--- config.mk ---
export PLATFORM = sky130hd
export DESIGN_NAME = cal_apb
export DESIGN_NICKNAME = d
export VERILOG_FILES = /design/src/cal_pkg.sv /design/src/cal_apb.sv
export SDC_FILE = /design/constraint.sdc
export NUM_CORES = 1
export LEC_CHECK = 0
export ABC_AREA = 1
export BUFFER_PORTS_ARGS = -buffer_cell sky130_fd_sc_hd__buf_2
export CELL_PAD_IN_SITES_DETAIL_PLACEMENT = 0
export CELL_PAD_IN_SITES_GLOBAL_PLACEMENT = 1
export CORE_ASPECT_RATIO = 1.75
export CORE_MARGIN = 2
export CORE_UTILIZATION = 18
export DETAILED_ROUTE_END_ITERATION = 10
export PLACE_DENSITY_LB_ADDON = 0.1
export SLEW_MARGIN = 5
export SYNTH_ARGS = -nofsm -noshare
export SYNTH_HDL_FRONTEND = slang
export SYNTH_SLANG_ARGS = --single-unit
--- constraint.sdc ---
create_clock -name clk -period 0.8 [get_ports clk]
set_input_delay 0.04 -clock clk [delete_from_list [all_inputs] [get_ports clk]]
set_output_delay 0.04 -clock clk [all_outputs]
set_load 0.1 [all_outputs]
--- src/cal_pkg.sv ---
`timescale 1ns / 1ps

package cal_pkg;

	// Command codes
	localparam logic [2:0] CMD_GET    = 3'd0;
	localparam logic [2:0] CMD_SET    = 3'd1;
	localparam logic [2:0] CMD_APPEND = 3'd2;
	localparam logic [2:0] CMD_DROP   = 3'd3;
	localparam logic [2:0] CMD_INSERT = 3'd4;
	localparam logic [2:0] CMD_REMOVE = 3'd5;
	localparam logic [2:0] CMD_PUSH   = 3'd6;
	localparam logic [2:0] CMD_POP    = 3'd7;

	// Status codes
	localparam logic [1:0] ST_OK        = 2'd0;
	localparam logic [1:0] ST_BAD_INDEX = 2'd1;
	localparam logic [1:0] ST_FULL      = 2'd2;
	localparam logic [1:0] ST_EMPTY     = 2'd3;

	// Fixed field widths
	localparam int CMD_W   = 3;
	localparam int POS_W   = 10;
	localparam int WORD_W  = 32;
	localparam int CAP_W   = 11;
	localparam int STAT_W  = 2;
	localparam int CNT_O_W = 11;
	localparam int PADDR_W = 3;
	localparam int PDATA_W = 32;

	// Register map
	localparam logic [PADDR_W-1:0] REG_CAPACITY = 3'd0;
	localparam logic [CAP_W-1:0]   CAP_RESET    = 11'd1024;

	typedef logic [CAP_W-1:0] cap_t;

endpackage

--- src/cal_apb.sv ---
`timescale 1ns / 1ps

module cal_apb (
	input  logic                          clk,
	input  logic                          arst_n,
	input  logic                          psel,
	input  logic                          penable,
	input  logic                          pwrite,
	input  logic [cal_pkg::PADDR_W-1:0]   paddr,
	input  logic [cal_pkg::PDATA_W-1:0]   pwdata,
	output logic [cal_pkg::PDATA_W-1:0]   prdata,
	output logic                          pready,
	output cal_pkg::cap_t                 capacity
);

	cal_pkg::cap_t capacity_q;
	logic          wr_en;
	logic          sel_cap;

	// Only word 0 is mapped; byte lanes within it all hit the capacity register
	assign sel_cap = (paddr[cal_pkg::PADDR_W-1] == cal_pkg::REG_CAPACITY[cal_pkg::PADDR_W-1]);
	assign wr_en   = psel && penable && pwrite && sel_cap;
	assign pready  = 1'b1;

	always_ff @(posedge clk or negedge arst_n) begin
		if (!arst_n) begin
			capacity_q <= cal_pkg::CAP_RESET;
		end else if (wr_en) begin
			capacity_q <= pwdata[cal_pkg::CAP_W-1:0];
		end
	end

	// Read mux
	assign prdata   = sel_cap ? cal_pkg::PDATA_W'(capacity_q) : '0;
	assign capacity = capacity_q;

endmodule

### Word level (Yosys, flattened, before mapping)

Cells that the tools add are included.

| cells by class | value |
|---|---|
| bitwise logic cells | 1 |
| mux-type cells | 1 |
| reduce and logical (&&, ||, !) cells | 3 |

Operators with widths:

| kind | count |
|---|---|
| $mux W11 | 1 |
| $logic_and A1 B1 Y1 | 3 |
| $not A1 Y1 | 1 |

| word-level totals | value |
|---|---|
| input port bits | 40 |
| output and inout port bits | 44 |
| word-level logic and storage cells | 6 |
| register bits after elaboration | 11 |

### Longest topological paths before layout

| depth | value |
|---|---|
| depth in word-level cells | 3 |
| mapped depth | 6 |
| gate-level depth less buffers | 5 |

### Worst setup path before layout

OpenSTA, ideal clock, no wires.

| timing path | value |
|---|---|
| path kind | reg-to-output |
| start point | register capacity_q[0], in the netlist capacity[0] |
| end point | output prdata[0] (netlist bit) |
| slack | -1.523 ns |
| required time | 0.760 ns |
| cell stages (with the launch flop) | 3 |
| data arrival time | 2.283 ns |
| cell sequence | dfrtp_1 inv_1 nor2_1 |

| between the ends | value |
|---|---|
| longest elaborated chain between the ends | 1 |

Ends and longest elaborated chain:

| what | RTL line | RTL |
|---|---|---|
| start, declared | cal_apb.sv:16 | `cal_pkg::cap_t capacity_q;` |
| start signal, assigned | cal_apb.sv:27 | `capacity_q <= cal_pkg::CAP_RESET;` |
| start signal, assigned | cal_apb.sv:29 | `capacity_q <= pwdata[cal_pkg::CAP_W-1:0];` |
| $mux W11 | cal_apb.sv:34 | `assign prdata = sel_cap ? cal_pkg::PDATA_W'(capacity_q) : '0;` |
| end, declared | cal_apb.sv:11 | `output logic [cal_pkg::PDATA_W-1:0] prdata,` |

Every way passes these cells.

### Worst setup path in the final report

| timing path | value |
|---|---|
| start point | register capacity_q[10], in the netlist capacity[10] |
| end point | output prdata[10] (netlist bit) |

The elaborated chain is that of the path after synthesis.

==> insert_results.sql <==
INSERT INTO impl_metrics (metric_group, metric, value, unit) VALUES
('status', 'failed_checks', 'setup timing', ''),
('finish', 'post_route_cells_drive_above_1_share', '0.576', ''),
('logic_synthesis', 'syn_area_per_cell', '7.27', 'um2'),
('route', 'detailedRoute.firstIterationViolations', '4', ''),
('logic_synthesis', 'post_synth_inst_count', '99', ''),
('floorplan', 'area_enclosed_by_the_die_boundary', '4540', 'um2'),
('floorplan', 'design.core.area', '3870', 'um2'),
('critical_path', 'setup.worst_path.class', 'register to output port', ''),
('timing', 'achievable-frequency', '838', 'MHz'),
('finish', 'area_growth', '102', '%'),
('timing', 'timing.hold.ws', '0.0277', 'ns'),
('grt', 'antenna_found_initial', '0', ''),
('clocking', 'cts.htree.levels', '1', ''),
('logic_synthesis', 'synth-seq-area-share', '0.384', ''),
('timing', 'grt_setup_unrepaired', 'yes', ''),
('logic_synthesis', 'ys_seq_elements', '11', ''),
('status', 'outcome', 'finished, violations left', ''),
('placed_design', 'port-buffer-count', '38', ''),
('clocking', 'clk_transition_reported_paths', '0.05', 'ns'),
('route', 'vias', '664', ''),
('logic_synthesis', 'ys_async_sr_fraction', '1.00', ''),
('grt', 'groute.usage.overall', '0.0901', ''),
('floorplan', 'die_width', '51.8', 'um'),
('clocking', 'worst_skew_pair.late_latency', '0.23', 'ns'),
('logic_synthesis', 'synth.yosys.warnings', '0', ''),
('finish', 'total_area_of_multi_input_combinational_cells', '358', 'um2'),
('pwr', 'power_leakage', '0.693', 'nW'),
('timing', 'setup_viol', '23', ''),
('clocking', 'clk_root_buffer_cell', 'clkbuf_8', ''),
('finish', 'max_reg_flops', '11', ''),
('clocking', 'post_cts_repair_timing_setup_buffer_count', '0', ''),
('logic_synthesis', 'syn-cell-area', '719', 'um2'),
('floorplan', 'floorplan.rows', '30', ''),
('critical_path', 'cell_with_the_largest_stage_delay_on_the_worst_path', 'dfstp_4', ''),
('pwr', 'finalPower', '4.31', 'mW'),
('clocking', 'ctsLongestPathBuffers', '2', ''),
('logic_synthesis', 'synth_flop_cell', 'dfrtp_1', ''),
('timing', 'maxSlewViolCount', '0', ''),
('timing', 'skew', '0', 'ns'),
('logic_synthesis', 'yosys-top-cells-area', 'dfrtp_1 (35%), buf_4 (24%), nand2_1 (13%)', ''),
('critical_path', 'critical_path_buf_inv_count', '2', ''),
('grt', 'number_of_global_route_vias_before_repair', '633', ''),
('grt', 'grt.overflow.total', '0', ''),
('logic_synthesis', 'synth_edf_count', '0', ''),
('grt', 'grt_pass1_wl', '2.94', 'mm'),
('placed_design', 'detailedPlace.worstSlack', '-0.167', 'ns'),
('critical_path', 'worst_setup_path_end_kind', 'output port', ''),
('logic_synthesis', 'yosysUniqueCellTypes', '11', ''),
('logic_synthesis', 'yosysMostFrequentCell', 'nand2_1', ''),
('clocking', 'number_of_buffers_inserted_during_clock_tree_synthesis', '3', ''),
('critical_path', 'worst-endpoint-arrival', '1.15', 'ns'),
('clocking', 'cts_tree', 'done', ''),
('timing', 'final_critical_period', '1.19', 'ns'),
('finish', 'seq_area', '318', 'um2'),
('placed_design', 'dp.cells', '187', ''),
('critical_path', 'critical_path_required_time', '0.76', 'ns'),
('floorplan', 'chipHeight', '87.6', 'um'),
('placed_design', 'place_congestion', '0.621', ''),
('route', 'post_drt_wl_per_cell', '9.86', 'um'),
('flow_run', 'cap_violations', '0', ''),
('timing', 'tcrit_tclk_final', '1.49', ''),
('route', 'drc_errors', '0', ''),
('clocking', 'numClockSinks', '11', ''),
('critical_path', 'critical_path.top_delay_family', 'flip-flops', ''),
('critical_path', 'worstSetupStartpointType', 'register', ''),
('logic_synthesis', 'ys_top_cells_by_count', 'nand2_1 (24), buf_4 (23), inv_1 (13)', ''),
('critical_path', 'list_of_cells_traversed_by_the_critical_path', 'inv_2 > nor2_4 > buf_12', ''),
('timing', 'worst_case_setup_margin_in_the_final_layout', '-0.393', 'ns'),
('finish', 'antennaDiodeCount', '0', ''),
('floorplan', 'top_level_ports', '84', ''),
('finish', 'fin_area', '1450', 'um2');
## where the power goes
| group | internal, mW | switching (mW) | total (mW) |
|---|---|---|---|
| Combinational | 0.831 | 2.03 | 2.86 |
| Clock | 0.349 | 0.195 | 0.544 |
| Sequential | 0.739 | 0.170 | 0.910 |
| Total | 1.92 | 2.39 | 4.31 |
## final timing paths
path / startpoint / slack (ns) / cells past startpoint / endpoint
worst max-delay path: capacity[10] / -0.39 / 3 / prdata[10]
worst min-delay path: pwdata[10] / 0.03 / 3 / capacity[10]
worst max register to register: capacity[10] / -0.08 / 3 / capacity[10]
worst min register to register: capacity[4] / 0.56 / 2 / capacity[4]
max in group asynchronous: arst_n / 0.33 / 2 / capacity[10]
min in group asynchronous: arst_n / 0.21 / 2 / capacity[8]
## metal layers
metal	wire length [um]	part of all wire	track usage	up-vias
met4	40	0.021	0.0718	0
met5	0	0	0	-
li1	-	-	-	336
met3	124	0.066	0.00683	2
met1	625	0.33	0.0956	292
met2	1100	0.58	0.159	34
## through the flow
step | util | TNS [ns]
after global routing | 0.375 | -5.55
final | 0.375 | -4.88
after detailed placement | 0.356 | -0.437
after CTS | 0.372 | -5.12
after global placement | 0.356 | -0.358
after floorplan | - | -5.57
## worst register-to-register path: cells and delay by family (launching register included)
family	cells	cell delay [ns]
buf+inv	1	0.12
simple gates	2	0.09
flops	1	0.61
## cell type report
type	count	area share
multi-input combinational	69	0.247
sequential	11	0.219
clock buffer	4	0.0310
tap	48	0.0414
timing repair buffer	47	0.418
inverter	13	0.0440
## what timing repair did
item	CTS	global route
pin swaps	10	1
gates resized for setup	2	6
hold buffers	1	0
endpoints found under the hold margin	11	0
endpoints found under the setup margin	23	23
## placed cells by master, fill, tap and decap left out, types with 5 or more instances in the layout
master | synthesis | layout
inv_2 | 0 | 5
inv_4 | 0 | 6
conb_1 | 2 | 22
nand2_1 | 24 | 24
dfrtp_4 | 0 | 10
nand3_1 | 11 | 11
buf_2 | 2 | 16
buf_4 | 23 | 6
buf_12 | 0 | 23
nor2_4 | 0 | 11
## cell families after synthesis
logic type | count (synthesis) | synth area share
other | 2 | 0.0104
flip-flops | 11 | 0.384
AND/OR/NAND/NOR | 47 | 0.268
buffers and inverters | 39 | 0.337
Power figures use the tool's default switching activity.
